File: src/rcpe_pkg.sv
// ----------------------------------------------------------------------------
// rcpe_pkg - shared definitions for the rectangle collision pair engine
// Slot table sizing, beat field positions, codes and the slot entry layout.
// ----------------------------------------------------------------------------
package rcpe_pkg;

  // Table and coordinate sizing
  localparam int SLOTS      = 8;                       // 2 .. 8
  localparam int COORD_BITS = 16;                      // 8 .. 16
  localparam int SLOT_W     = (SLOTS > 2) ? $clog2(SLOTS) : 1;
  localparam int SIZE_W     = COORD_BITS - 1;
  localparam int EXT_W      = COORD_BITS + 2;          // room for edge sums and y+1
  localparam int TYPE_W     = 4;
  localparam int MASK_ROWS  = 4;
  localparam int ROW_W      = 16;

  // Input beat layout (tdata), fixed by the field widths
  localparam int IN_DATA_W   = 72;
  localparam int IN_SLOT_LSB = 0;
  localparam int IN_X_LSB    = 3;
  localparam int IN_Y_LSB    = 19;
  localparam int IN_W_LSB    = 35;
  localparam int IN_H_LSB    = 50;
  localparam int IN_TYPE_LSB = 65;
  localparam int IN_LSN_BIT  = 69;

  localparam int OUT_DATA_W  = 8;

  // Configuration register indexes
  localparam logic [2:0] CFG_MASK_0_3   = 3'd0;
  localparam logic [2:0] CFG_MASK_12_15 = 3'd3;
  localparam logic [2:0] CFG_WALL_TYPE  = 3'd4;
  localparam logic [TYPE_W-1:0] WALL_TYPE_RESET = 4'd1;

  typedef enum logic [1:0] {
    ACT_ADD    = 2'd0,
    ACT_DELETE = 2'd1,
    ACT_PASS   = 2'd2,
    ACT_GROUND = 2'd3
  } action_t;

  typedef enum logic [1:0] {
    KIND_EVENT  = 2'd0,
    KIND_DONE   = 2'd1,
    KIND_GROUND = 2'd2,
    KIND_ACK    = 2'd3
  } kind_t;

  typedef enum logic [3:0] {
    ST_IDLE,
    ST_ACK,
    ST_FREE,
    ST_PAIR_RD,
    ST_PAIR_CMP,
    ST_EV_IK,
    ST_EV_KI,
    ST_DONE,
    ST_GND_RD,
    ST_GND_CMP,
    ST_GND_OUT
  } state_t;

  // One slot entry as held in the table memory
  typedef struct packed {
    logic signed [COORD_BITS-1:0] x;
    logic signed [COORD_BITS-1:0] y;
    logic        [SIZE_W-1:0]     w;
    logic        [SIZE_W-1:0]     h;
    logic        [TYPE_W-1:0]     ctype;
    logic                         listen;
  } entry_t;

endpackage

File: src/rect_collision_pair_engine.sv
// ----------------------------------------------------------------------------
// rect_collision_pair_engine - slot table of rectangles with pairwise overlap
// Add, delete, collision pass and ground query over an AABB slot table.
// ----------------------------------------------------------------------------
// The block keeps SLOTS rectangles in a synchronous table memory with two read
// ports; valid and pending-delete marks sit in flip-flops and reset to empty.
// One item is worked on at a time. A ground query reads the hitbox and one
// candidate wall per memory access and compares them in the next cycle. A
// pass frees the pending slots and then walks every slot pair
// (SLOTS*(SLOTS-1)/2 of them): a pair with an empty slot is skipped, a pair
// of valid slots is read and then compared, and each emitted event follows.
// Every result stalls while the output register is held by the consumer, and
// the next item is taken while the last result still waits.
// Each item yields one beat with tlast set; a pass yields its event beats
// (receiver first in tdata) and then a done beat with tlast set.
module rect_collision_pair_engine (
  input  logic                          clk,
  input  logic                          rst_n,
  // input stream
  input  logic                          in_tvalid,
  output logic                          in_tready,
  // tdata: slot[2:0], rect_x[18:3], rect_y[34:19], rect_w[49:35],
  //        rect_h[64:50], collider_type[68:65], has_listener[69], zero[71:70]
  input  logic [rcpe_pkg::IN_DATA_W-1:0] in_tdata,
  // tuser: action[1:0]
  input  logic [1:0]                    in_tuser,
  // result stream
  output logic                          out_tvalid,
  input  logic                          out_tready,
  // tdata: receiver_slot[2:0], other_slot[5:3], grounded[6], zero[7]
  output logic [rcpe_pkg::OUT_DATA_W-1:0] out_tdata,
  // tuser: kind[1:0]
  output logic [1:0]                    out_tuser,
  output logic                          out_tlast,
  // configuration write channel
  input  logic                          cfg_valid,
  output logic                          cfg_ready,
  input  logic [2:0]                    cfg_index,
  input  logic [63:0]                   cfg_data
);
  import rcpe_pkg::*;

  // --------------------------------------------------------------------------
  // Registers
  // --------------------------------------------------------------------------
  state_t               state_r, state_nxt;
  logic [SLOT_W-1:0]    i_r, i_nxt;
  logic [SLOT_W-1:0]    k_r, k_nxt;
  logic [SLOT_W-1:0]    slot_r, slot_nxt;
  logic [SLOTS-1:0]     valid_r, valid_nxt;
  logic [SLOTS-1:0]     pend_r, pend_nxt;
  logic                 hit_r, hit_nxt;
  logic                 ev_ik_r, ev_ik_nxt;
  logic                 ev_ki_r, ev_ki_nxt;

  logic [63:0]          mask_r [MASK_ROWS];
  logic [TYPE_W-1:0]    wall_r;

  logic                 out_valid_r, out_valid_nxt;
  kind_t                out_kind_r, out_kind_nxt;
  logic [2:0]           out_recv_r, out_recv_nxt;
  logic [2:0]           out_other_r, out_other_nxt;
  logic                 out_gnd_r, out_gnd_nxt;
  logic                 out_last_r, out_last_nxt;

  // Slot table memory: one write port, two registered read ports
  entry_t               mem [SLOTS];
  logic                 mem_we;
  logic [SLOT_W-1:0]    mem_wa;
  entry_t               mem_wd;
  logic [SLOT_W-1:0]    rd_addr_a, rd_addr_b;
  entry_t               rd_a_r, rd_b_r;

  // --------------------------------------------------------------------------
  // Input beat decode
  // --------------------------------------------------------------------------
  action_t              in_action;
  logic [2:0]           in_slot;
  logic                 in_slot_ok;
  logic [SLOT_W-1:0]    in_idx;
  entry_t               in_entry;
  logic                 in_fire;
  logic                 out_free;

  assign in_action  = action_t'(in_tuser);
  assign in_slot    = in_tdata[IN_SLOT_LSB +: 3];
  assign in_slot_ok = (32'(in_slot) < SLOTS);
  assign in_idx     = in_slot[SLOT_W-1:0];

  assign in_entry.x      = in_tdata[IN_X_LSB +: COORD_BITS];
  assign in_entry.y      = in_tdata[IN_Y_LSB +: COORD_BITS];
  assign in_entry.w      = in_tdata[IN_W_LSB +: SIZE_W];
  assign in_entry.h      = in_tdata[IN_H_LSB +: SIZE_W];
  assign in_entry.ctype  = in_tdata[IN_TYPE_LSB +: TYPE_W];
  assign in_entry.listen = in_tdata[IN_LSN_BIT];

  assign in_tready = (state_r == ST_IDLE);
  assign in_fire   = in_tvalid && in_tready;
  assign cfg_ready = 1'b1;

  // the output register can take a new beat when empty or draining now
  assign out_free = !out_valid_r || out_tready;

  // --------------------------------------------------------------------------
  // Helpers
  // --------------------------------------------------------------------------
  // Strict overlap; a_down moves rectangle a one unit lower.
  function automatic logic overlap(entry_t a, entry_t b, logic a_down);
    logic signed [EXT_W-1:0] ax, ay, aw, ah, bx, by, bw, bh;
    ax = EXT_W'(a.x);
    ay = EXT_W'(a.y) + EXT_W'(a_down);
    aw = EXT_W'({1'b0, a.w});
    ah = EXT_W'({1'b0, a.h});
    bx = EXT_W'(b.x);
    by = EXT_W'(b.y);
    bw = EXT_W'({1'b0, b.w});
    bh = EXT_W'({1'b0, b.h});
    return !((by + bh <= ay) || (by >= ay + ah) || (bx + bw <= ax) || (bx >= ax + aw));
  endfunction

  // Mask bit: may a receiver of type r collide with type t
  function automatic logic permits(logic [TYPE_W-1:0] r, logic [TYPE_W-1:0] t);
    logic [63:0] row;
    row = mask_r[r[TYPE_W-1:2]];
    return row[{r[1:0], t}];
  endfunction

  // --------------------------------------------------------------------------
  // Pair walk advance: next (i,k) with i<k, or the end of the walk
  // --------------------------------------------------------------------------
  logic                 adv_done;
  logic [SLOT_W-1:0]    adv_i, adv_k;

  always_comb begin
    adv_done = 1'b0;
    adv_i    = i_r;
    adv_k    = k_r + SLOT_W'(1);
    if (32'(k_r) == SLOTS - 1) begin
      if (32'(i_r) == SLOTS - 2) begin
        adv_done = 1'b1;
        adv_k    = k_r;
      end else begin
        adv_i = i_r + SLOT_W'(1);
        adv_k = i_r + SLOT_W'(2);
      end
    end
  end

  // --------------------------------------------------------------------------
  // Compare on registered read data
  // --------------------------------------------------------------------------
  logic pair_ov, ev_ik_c, ev_ki_c;
  logic gnd_ov, gnd_wall_ok, gnd_hit_c;

  // pass: port A holds slot i, port B holds slot k
  assign pair_ov = overlap(rd_a_r, rd_b_r, 1'b0);
  assign ev_ik_c = pair_ov && rd_a_r.listen && permits(rd_a_r.ctype, rd_b_r.ctype);
  assign ev_ki_c = pair_ov && rd_b_r.listen && permits(rd_b_r.ctype, rd_a_r.ctype);

  // ground: port A holds the hitbox, port B the candidate wall i
  assign gnd_ov      = overlap(rd_a_r, rd_b_r, 1'b1);
  assign gnd_wall_ok = valid_r[i_r] && !pend_r[i_r] && (rd_b_r.ctype == wall_r);
  assign gnd_hit_c   = gnd_ov && gnd_wall_ok &&
                       ((rd_a_r.listen && permits(rd_a_r.ctype, rd_b_r.ctype)) ||
                        (rd_b_r.listen && permits(rd_b_r.ctype, rd_a_r.ctype)));

  // Ground walks wall candidates on port B with the hitbox parked on port A
  always_comb begin
    if (state_r == ST_GND_RD || state_r == ST_GND_CMP) begin
      rd_addr_a = slot_r;
      rd_addr_b = i_r;
    end else begin
      rd_addr_a = i_r;
      rd_addr_b = k_r;
    end
  end

  // --------------------------------------------------------------------------
  // Sequencer: next state, table updates and result beats
  // --------------------------------------------------------------------------
  always_comb begin
    state_nxt     = state_r;
    i_nxt         = i_r;
    k_nxt         = k_r;
    slot_nxt      = slot_r;
    valid_nxt     = valid_r;
    pend_nxt      = pend_r;
    hit_nxt       = hit_r;
    ev_ik_nxt     = ev_ik_r;
    ev_ki_nxt     = ev_ki_r;
    mem_we        = 1'b0;
    mem_wa        = in_idx;
    mem_wd        = in_entry;
    // drop the held beat once taken
    out_valid_nxt = out_valid_r && !out_tready;
    out_kind_nxt  = out_kind_r;
    out_recv_nxt  = out_recv_r;
    out_other_nxt = out_other_r;
    out_gnd_nxt   = out_gnd_r;
    out_last_nxt  = out_last_r;

    unique case (state_r)
      ST_IDLE: begin
        if (in_fire) begin
          slot_nxt = in_idx;
          unique case (in_action)
            ACT_ADD: begin
              if (in_slot_ok) begin
                mem_we            = 1'b1;
                valid_nxt[in_idx] = 1'b1;
                pend_nxt[in_idx]  = 1'b0;
              end
              state_nxt = ST_ACK;
            end
            ACT_DELETE: begin
              if (in_slot_ok && valid_r[in_idx]) begin
                pend_nxt[in_idx] = 1'b1;
              end
              state_nxt = ST_ACK;
            end
            ACT_PASS: begin
              state_nxt = ST_FREE;
            end
            ACT_GROUND: begin
              hit_nxt = 1'b0;
              i_nxt   = '0;
              if (in_slot_ok && valid_r[in_idx] && !pend_r[in_idx]) begin
                state_nxt = ST_GND_RD;
              end else begin
                state_nxt = ST_GND_OUT;
              end
            end
            default: state_nxt = ST_IDLE;
          endcase
        end
      end

      ST_ACK: begin
        if (out_free) begin
          out_valid_nxt = 1'b1;
          out_kind_nxt  = KIND_ACK;
          out_recv_nxt  = '0;
          out_other_nxt = '0;
          out_gnd_nxt   = 1'b0;
          out_last_nxt  = 1'b1;
          state_nxt     = ST_IDLE;
        end
      end

      ST_FREE: begin
        // free every pending slot, then start the walk at (0,1)
        valid_nxt = valid_r & ~pend_r;
        pend_nxt  = '0;
        i_nxt     = '0;
        k_nxt     = SLOT_W'(1);
        state_nxt = ST_PAIR_RD;
      end

      ST_PAIR_RD: begin
        if (valid_r[i_r] && valid_r[k_r]) begin
          state_nxt = ST_PAIR_CMP;
        end else if (adv_done) begin
          state_nxt = ST_DONE;
        end else begin
          i_nxt = adv_i;
          k_nxt = adv_k;
        end
      end

      ST_PAIR_CMP: begin
        ev_ik_nxt = ev_ik_c;
        ev_ki_nxt = ev_ki_c;
        if (ev_ik_c) begin
          state_nxt = ST_EV_IK;
        end else if (ev_ki_c) begin
          state_nxt = ST_EV_KI;
        end else if (adv_done) begin
          state_nxt = ST_DONE;
        end else begin
          i_nxt     = adv_i;
          k_nxt     = adv_k;
          state_nxt = ST_PAIR_RD;
        end
      end

      ST_EV_IK: begin
        if (out_free) begin
          out_valid_nxt = 1'b1;
          out_kind_nxt  = KIND_EVENT;
          out_recv_nxt  = 3'(i_r);
          out_other_nxt = 3'(k_r);
          out_gnd_nxt   = 1'b0;
          out_last_nxt  = 1'b0;
          if (ev_ki_r) begin
            state_nxt = ST_EV_KI;
          end else if (adv_done) begin
            state_nxt = ST_DONE;
          end else begin
            i_nxt     = adv_i;
            k_nxt     = adv_k;
            state_nxt = ST_PAIR_RD;
          end
        end
      end

      ST_EV_KI: begin
        if (out_free) begin
          out_valid_nxt = 1'b1;
          out_kind_nxt  = KIND_EVENT;
          out_recv_nxt  = 3'(k_r);
          out_other_nxt = 3'(i_r);
          out_gnd_nxt   = 1'b0;
          out_last_nxt  = 1'b0;
          if (adv_done) begin
            state_nxt = ST_DONE;
          end else begin
            i_nxt     = adv_i;
            k_nxt     = adv_k;
            state_nxt = ST_PAIR_RD;
          end
        end
      end

      ST_DONE: begin
        if (out_free) begin
          out_valid_nxt = 1'b1;
          out_kind_nxt  = KIND_DONE;
          out_recv_nxt  = '0;
          out_other_nxt = '0;
          out_gnd_nxt   = 1'b0;
          out_last_nxt  = 1'b1;
          state_nxt     = ST_IDLE;
        end
      end

      ST_GND_RD: begin
        state_nxt = ST_GND_CMP;
      end

      ST_GND_CMP: begin
        hit_nxt = hit_r || gnd_hit_c;
        if (32'(i_r) == SLOTS - 1) begin
          state_nxt = ST_GND_OUT;
        end else begin
          i_nxt     = i_r + SLOT_W'(1);
          state_nxt = ST_GND_RD;
        end
      end

      ST_GND_OUT: begin
        if (out_free) begin
          out_valid_nxt = 1'b1;
          out_kind_nxt  = KIND_GROUND;
          out_recv_nxt  = '0;
          out_other_nxt = '0;
          out_gnd_nxt   = hit_r;
          out_last_nxt  = 1'b1;
          state_nxt     = ST_IDLE;
        end
      end

      default: state_nxt = ST_IDLE;
    endcase
  end

  // --------------------------------------------------------------------------
  // Clocked state
  // --------------------------------------------------------------------------
  always_ff @(posedge clk) begin
    if (!rst_n) begin
      state_r     <= ST_IDLE;
      valid_r     <= '0;
      pend_r      <= '0;
      out_valid_r <= 1'b0;
    end else begin
      state_r     <= state_nxt;
      valid_r     <= valid_nxt;
      pend_r      <= pend_nxt;
      out_valid_r <= out_valid_nxt;
    end
  end

  // walk counters and payload hold their value without reset
  always_ff @(posedge clk) begin
    i_r         <= i_nxt;
    k_r         <= k_nxt;
    slot_r      <= slot_nxt;
    hit_r       <= hit_nxt;
    ev_ik_r     <= ev_ik_nxt;
    ev_ki_r     <= ev_ki_nxt;
    out_kind_r  <= out_kind_nxt;
    out_recv_r  <= out_recv_nxt;
    out_other_r <= out_other_nxt;
    out_gnd_r   <= out_gnd_nxt;
    out_last_r  <= out_last_nxt;
  end

  // configuration registers; indexes past the list are dropped
  always_ff @(posedge clk) begin
    if (!rst_n) begin
      for (int r = 0; r < MASK_ROWS; r++) begin
        mask_r[r] <= '0;
      end
      wall_r <= WALL_TYPE_RESET;
    end else if (cfg_valid && cfg_ready) begin
      if (cfg_index <= CFG_MASK_12_15) begin
        mask_r[cfg_index[1:0]] <= cfg_data;
      end else if (cfg_index == CFG_WALL_TYPE) begin
        wall_r <= cfg_data[TYPE_W-1:0];
      end
    end
  end

  // slot table memory
  always_ff @(posedge clk) begin
    if (mem_we) begin
      mem[mem_wa] <= mem_wd;
    end
    rd_a_r <= mem[rd_addr_a];
    rd_b_r <= mem[rd_addr_b];
  end

  // --------------------------------------------------------------------------
  // Result beat
  // --------------------------------------------------------------------------
  assign out_tvalid = out_valid_r;
  assign out_tdata  = {1'b0, out_gnd_r, out_other_r, out_recv_r};
  assign out_tuser  = out_kind_r;
  assign out_tlast  = out_last_r;

  // --------------------------------------------------------------------------
  // Assertions
  // --------------------------------------------------------------------------
  // a slot can only be pending while it is valid
  a_pend_in_valid: assert property (@(posedge clk) disable iff (!rst_n)
    (pend_r & ~valid_r) == '0)
    else $error("pending mark on an empty slot");

  // the pair walk keeps i below k
  a_pair_order: assert property (@(posedge clk) disable iff (!rst_n)
    (state_r == ST_PAIR_RD || state_r == ST_PAIR_CMP ||
     state_r == ST_EV_IK || state_r == ST_EV_KI) |-> (i_r < k_r))
    else $error("pair walk out of order");

  // freeing clears every pending mark
  a_free_clears: assert property (@(posedge clk) disable iff (!rst_n)
    (state_r == ST_FREE) |=> (pend_r == '0))
    else $error("pending marks survive the free step");

  // only event beats run without tlast
  a_last_kind: assert property (@(posedge clk) disable iff (!rst_n)
    out_valid_r |-> ((out_kind_r == KIND_EVENT) != out_last_r))
    else $error("tlast does not match the beat kind");

endmodule
File: config.mk
export PLATFORM = sky130hd
export DESIGN_NAME = rect_collision_pair_engine
export DESIGN_NICKNAME = d
export VERILOG_FILES = /design/src/rcpe_pkg.sv /design/src/rect_collision_pair_engine.sv
export SDC_FILE = /design/constraint.sdc
export NUM_CORES = 1
export LEC_CHECK = 0
export BUFFER_PORTS_ARGS = -buffer_cell sky130_fd_sc_hd__buf_4
export CAP_MARGIN = 20
export CORE_MARGIN = 1.5
export CORE_UTILIZATION = 60
export CTS_CLUSTER_DIAMETER = 30
export DETAILED_ROUTE_END_ITERATION = 6
export GPL_ROUTABILITY_DRIVEN = 0
export HOLD_SLACK_MARGIN = 0.02
export PLACE_DENSITY = 0.84
export SETUP_SLACK_MARGIN = 0.4
export SYNTH_ARGS = -nofsm -noshare
export SYNTH_HDL_FRONTEND = slang
export SYNTH_SLANG_ARGS = --single-unit
File: constraint.sdc
create_clock -name clk -period 21.1 [get_ports clk]
set_input_delay 2.11 -clock clk [delete_from_list [all_inputs] [get_ports clk]]
set_output_delay 2.11 -clock clk [all_outputs]
set_load 0.01 [all_outputs]
# ---- Yosys cells after proc, flatten, opt, wreduce, memory -nomap -nowiden
# Memory sizes are Yosys's and may differ from the RTL's. A register that Yosys moved wholly into a read port is not among the register bits.
# Index checks and enable logic that the tools add are counted.
# Widths: inputs -> output; s select.
dict set report op_classes {
  reduce_logical 59
  muxes 97
  n_lt_le_gt_ge 13
  n_eq_ne 37
  bitwise 7
  add_sub_neg 9
}
# operator count
set op_table {}
lappend op_table {{$mux 3} 30}
lappend op_table {{$add 16x16->17} 4}
lappend op_table {{$mux 64} 1}
lappend op_table {{$reduce_or 64->1} 1}
lappend op_table {{$pmux 8 s2} 3}
lappend op_table {{$pmux 4 s9} 1}
lappend op_table {{$ge 16x17->1} 2}
lappend op_table {{$le 17x16->1} 2}
lappend op_table {{$mux 8} 4}
lappend op_table {{$mux 1} 28}
lappend op_table {{$mux 4} 6}
lappend op_table {{$pmux 3 s7} 1}
lappend op_table {{$ne 2x2->1 const B} 10}
lappend op_table {{$add 17x16->18} 1}
lappend op_table {{$ge 16x18->1} 1}
lappend op_table {{$pmux 3 s3} 2}
lappend op_table {{$add 16x2->17 const B} 1}
lappend op_table {{$le 17x17->1} 1}
lappend op_table {{$and 8x8->8} 2}
lappend op_table {{$eq 4x3->1 const B} 4}
lappend op_table {{$not 8->8} 2}
lappend op_table {{$or 8x8->8} 2}
lappend op_table {{$bmux 1 s3} 5}
lappend op_table {{$logic_and 1x1->1} 15}
lappend op_table {{other kinds (43)} 93}
dict set report word_totals {
  ram_bits 792
  register_bits 46
  out_inout_bits 14
  memories 2
  wordCells 239
}
# name words word_bits rd rd_ports_with_merged_regs wr line
set memory_table {}
lappend memory_table {mem 8 67 2 2 1 rect_collision_pair_engine.sv:67} ;# entry_t mem [SLOTS];
lappend memory_table {mask_r 4 64 2 0 4 rect_collision_pair_engine.sv:56} ;# logic [63:0] mask_r [MASK_ROWS];

# ---- Longest topological paths before layout
dict set report depth {
  depth_word 11
  depth_mapped 24
  ltp_nobuf 24
}

# ---- Least setup slack after synthesis
# No wires, ideal clock.
dict set report synth_path {
  kind {input-to-reg}
  start {input in_tvalid}
  end {memory mem[0][0] in the netlist's numbering (enable)}
  stages 4
  slack_ns 11.370
  setup_ns 0.661
  arrival_ns 9.069
  path_cell_list {nand2_1 > or3_1 > clkbuf_1 > nor4_1}
}
dict set report synth_via {
  elab_chain_len 5
}
# element line
set synth_rtl {}
lappend synth_rtl {{start: declaration} rect_collision_pair_engine.sv:20} ;# input logic in_tvalid,
lappend synth_rtl {{$logic_and 1x1->1} rect_collision_pair_engine.sv:98} ;# assign in_fire = in_tvalid && in_tready;
lappend synth_rtl {{$mux 1} rect_collision_pair_engine.sv:204} ;# if (in_fire) begin
lappend synth_rtl {{$mux 1} rect_collision_pair_engine.sv:202} ;# unique case (state_r)
lappend synth_rtl {{$mux 1} rect_collision_pair_engine.sv:416} ;# if (mem_we) begin
lappend synth_rtl {{$mux 1 (not written as such)} rect_collision_pair_engine.sv:417} ;# mem[mem_wa] <= mem_wd;
lappend synth_rtl {{end: declaration} rect_collision_pair_engine.sv:67}
# No other way between the ends.

# ---- Final worst setup path
dict set report layout_path {
  start {register, netlist name rd_a_r[51]}
  end {register hit_r, data pin}
}
dict set report layout_via {
  elab_chain_len 8
  word_cells_on_any_way 10
  classes_between {add/sub (1); order compare (2); mux (1); reduce/logical (6)}
}
# element line
set layout_rtl {}
lappend layout_rtl {{$add 16x16->17 / $le 17x16->1 (equally long branches)} rect_collision_pair_engine.sv:118} ;# return !((by + bh <= ay) || (by >= ay + ah) || (bx + bw <= ax) || (bx >= ax + aw));
lappend layout_rtl {{$ge 16x17->1 / $logic_or 1x1->1 (equally long branches)} rect_collision_pair_engine.sv:118}
lappend layout_rtl {{$logic_or 1x1->1 *} rect_collision_pair_engine.sv:118}
lappend layout_rtl {{$logic_not 1->1 *} rect_collision_pair_engine.sv:118}
lappend layout_rtl {{$logic_and 1x1->1 * (2 in series)} rect_collision_pair_engine.sv:163} ;# assign gnd_hit_c = gnd_ov && gnd_wall_ok &&
lappend layout_rtl {{$logic_or 1x1->1 *} rect_collision_pair_engine.sv:341} ;# hit_nxt = hit_r || gnd_hit_c;
lappend layout_rtl {{$pmux 1 s2 *} rect_collision_pair_engine.sv:202}
lappend layout_rtl {{end signal: assignment} rect_collision_pair_engine.sv:388} ;# hit_r <= hit_nxt;
lappend layout_rtl {{end: declaration} rect_collision_pair_engine.sv:52} ;# logic hit_r, hit_nxt;
# Every way passes the cells marked *; elsewhere a longest branch is shown, timed or not.
# A chain may end at the register's enable or synchronous reset.

==> metrics.md <==
| Metric | Value |
|---|---|
| Initial antenna violation count | `10` |
| Largest net degree at the start of global routing | `135` |
| EDFF count, synth | `813` |
| Setup TNS Final | `0 ps` |
| Root Buffer | `clkbuf_16` |
| Dpl hpwl | `70.1 mm` |
| Syn Area/Cell | `15.1 um^2` |
| Slew of the pin with the lowest slew margin | `1080 ps` |
| Clock Pin Slew Worst Setup and Hold Paths | `50 ps` |
| Final non-filler cell total | `4,637` |
| Top layer in use | `met5` |
| Later-pin clock latency in the skew report | `770 ps` |
| Cts bufs inserted | `169` |
| Synthesized flop and latch total | `972` |
| Peak Freq | `154 MHz` |
| R2R Setup Slk | `14,620 ps` |
| Worst-path fanout max | `2` |
| DRT Pass-1 Iters | `6` |
| FFs w/ async S/R, synth | `0%` |
| Met1 Wirelength | `45.2 mm` |
| # DRC | `0` |
| H-tree depth | `4` |
| Die Ht | `288 um` |
| Worst Setup Path Type | `reg2reg` |
| Top FF cell, synth | `edfxtp_1` |
| Post-DR wirelength/cell | `26.8 um` |
| Data arrival time of the critical path | `7090 ps` |
| Worst hold endpoint | `wall_r[3]` |
| Minimum clock period | `6480 ps` |
| Status | `finished, final reports clean` |
| Mapped Nets | `3,565` |
| Register-to-Register Path Depth | `23` |
| Max incr delay on CP | `910 ps` |
| Sequential cell area | `27,600 um^2` |
| HP Start | `wall_r[3]` |
| Post-CTS Setup Repair Bufs | `0` |
| Slew headroom | `28.3%` |
| Vias in the first global route | `32.2k` |
| DR vias/cell | `6.69` |
| Critical path launch point type | `flop` |
| Area grow syn2layout | `16.2%` |
| Nets | `3,763` |
| CP endpoint kind | `flop` |
| Fin. Hold Viols | `0` |
| # clock sinks | `972` |
| Synth warn | `0` |
| Hold Buf Count CTS | `0` |
| Max IR drop VDD | `0.0000933 V` |
| Resized cells post-CTS | `0` |
| Synth Cell Area | `48,800 um^2` |
| # fillers | `4,734` |
| Overall Global Routing Usage | `30.3%` |
| FP Rows | `104` |
| Routed wl met2 | `62.2 mm` |
| Ports | `160` |
| Max-slew violation count | `0` |
| Max-Cap Viols | `0` |
| Worst hold-check path type | `reg2reg` |
| CTS tree | `done` |
| Wire length on met3 | `12.2 mm` |
| Total Power | `8900 uW` |
| Clock tree buffer depth | `3` |
| CP required | `21,710 ps` |
| Final WL | `124 mm` |
| WP buf/inv | `1` |
| Clock Skew | `44.7 ps` |
| Total die area | `83,100 um^2` |
| Reg-to-Reg Start | `rd_a_r[51]` |
| Commonest cells after routing, fill and taps aside | `edfxtp_1, mux4_2, nor2_1` |
| Gate Count Post-Synth | `3,230` |
| RSZ-0062 raised after global routing | `false` |
| IO buf count | `155` |
| Critical path's top delay family | `compound AO/OA/AOI/OAI gates` |
| Chip Width | `288 um` |
| Multi-input logic area | `19,800 um^2` |
| RR Endpoint | `hit_r` |
| Cell count after placement | `4,317` |
| Worst hold stages | `2` |
| Distinct cells, synth | `82` |
| Final Setup Violations | `0` |
| Post-route ant nets | `0` |
| First-pass GRT wire length | `189 mm` |
| Core area | `80,500 um^2` |
| Slowest stage cell, crit path | `a2111oi_0` |
| CP dominant cell by count | `a21oi_1` |
| Power density over the cells | `157 nW/um^2` |
| Leading cell type in the layout, fill and taps excluded | `edfxtp_1` |
| Grt ovf | `0` |
| DRT iter0 DRCs | `3,357` |
| Vias | `31.0k` |
| Sequential area share after synthesis | `56.5%` |
| Crit-path cells | `ha_1 > fa_1 > a21o_1 > a21oi_1 > o21bai_1 > a21oi_1 > o21bai_1 > a211oi_1 > o21ai_0 > a31o_2 > a21oi_1 > xnor2_1 > ha_1 > a21o_1 > a211o_1 > nor3_1 > o211a_1 > a221oi_1 > a2111oi_1 > buf_4 > nand4_1 > a2111oi_0 > a22o_1` |
| Fin crit share | `30.7%` |
| Leakage power figure | `0.0207 uW` |
| Initial Util | `60.6%` |
| Layout cells sized above 1 | `29.3%` |
[Yosys cell counts (12+ instances only)]
| cell | instances | area, um^2 |
|---|---|---|
| ha_1 | 184 | 2300 |
| and3_1 | 17 | 106 |
| xor2_1 | 24 | 210 |
| a211oi_1 | 12 | 90.1 |
| mux4_2 | 381 | 8580 |
| mux2i_1 | 38 | 380 |
| buf_2 | 36 | 180 |
| nand2b_1 | 21 | 131 |
| xnor2_1 | 53 | 464 |
| mux2_2 | 140 | 1580 |
| mux4_1 | 14 | 368 |
| a21oi_1 | 94 | 470 |
| inv_1 | 177 | 664 |
| a22o_1 | 15 | 131 |
| o21ai_0 | 67 | 335 |
| nand2_1 | 157 | 589 |
| clkbuf_8 | 12 | 165 |
| a21o_1 | 41 | 308 |
| edfxtp_1 | 813 | 24400 |
| a31oi_1 | 16 | 100 |
| a22oi_1 | 29 | 218 |
| nor3_1 | 30 | 150 |
| nand3_1 | 38 | 190 |
| clkbuf_1 | 91 | 342 |
| nor2b_1 | 32 | 200 |
| dfxtp_1 | 159 | 3180 |
| nor2_1 | 312 | 1170 |
| nand4_1 | 20 | 125 |
[how the worst max path moves through the flow]
| stage | startpoint | endpoint | slack, ps | cells past startpoint |
|---|---|---|---|---|
| floorplan | in_tvalid | mem[0][0] | 11370 | 4 |
| global placement | rd_a_r[51] | hit_r | 15130 | 23 |
| detailed placement | rd_a_r[51] | hit_r | 14910 | 23 |
| CTS | rd_a_r[20] | hit_r | 14840 | 23 |
| global route | rd_a_r[51] | hit_r | 14210 | 23 |
| finish | rd_a_r[51] | hit_r | 14620 | 23 |
[metal layers]
layer | vias to the layer above | track usage (%)
li1 | 13100 | -
met3 | 391 | 6.69
met5 | - | 0
met1 | 15500 | 38.5
met2 | 1935 | 50.6
met4 | 14 | 13.0
[logic make-up after synthesis]
family / share of synthesized area [%]
flops: 56.5
simple gates: 6.26
mux: 22.3
compound gates: 5.34
buf+inv: 3.24
fa+ha+maj: 4.92
xor+xnor: 1.38
other cells: 0.0154
[flip-flops by register name, indices dropped and copies added (netlist names)]
name,cells
ev_ki_r,1
hit_r,1
i_r,3
k_r,3
mask_r,256
mem,536
out_gnd_r,1
out_other_r,3
out_recv_r,3
out_tlast,1
out_tuser,2
out_tvalid,1
pend_r,8
rd_a_r,67
rd_b_r,67
slot_r,3
state_r,4
valid_r,8
wall_r,4
[per-stage QoR]
| step | area (um^2) | setup WS, ps | hold slack (ps) | util [%] |
|---|---|---|---|---|
| 6_report | 56800 | 14620 | 491 | 70.5 |
| 5_1_grt | 56800 | 14210 | 547 | 70.5 |
| 4_1_cts | 56800 | 14840 | 497 | 70.5 |
| 3_5_place_dp | 51000 | 14910 | 488 | 63.3 |
| 3_3_place_gp | 51000 | 15130 | 477 | 63.3 |
| 2_1_floorplan | 48800 | 11370 | 460 | - |
[final cells by class]
class / count / area share (%)
Antenna cell: 3 / 0.0132
Clock buffer: 209 / 7.95
Clock inverter: 108 / 2.25
Inverter: 179 / 1.18
Multi-Input combinational cell: 1911 / 35.0
Sequential cell: 972 / 48.6
Tap cell: 1060 / 2.34
Timing Repair Buffer: 195 / 2.67
[power breakdown]
| group | switching, uW | internal [uW] |
|---|---|---|
| registers | 224 | 2290 |
| logic | 1970 | 1690 |
| clock network | 998 | 1730 |
[tightest hold or removal path, cell delays in order, from the launching register on]
cell and delay, ps:
dfxtp_1 320, mux2i_1 70, nor2_1 70
Note: power is estimated with default switching activity, not from simulation.
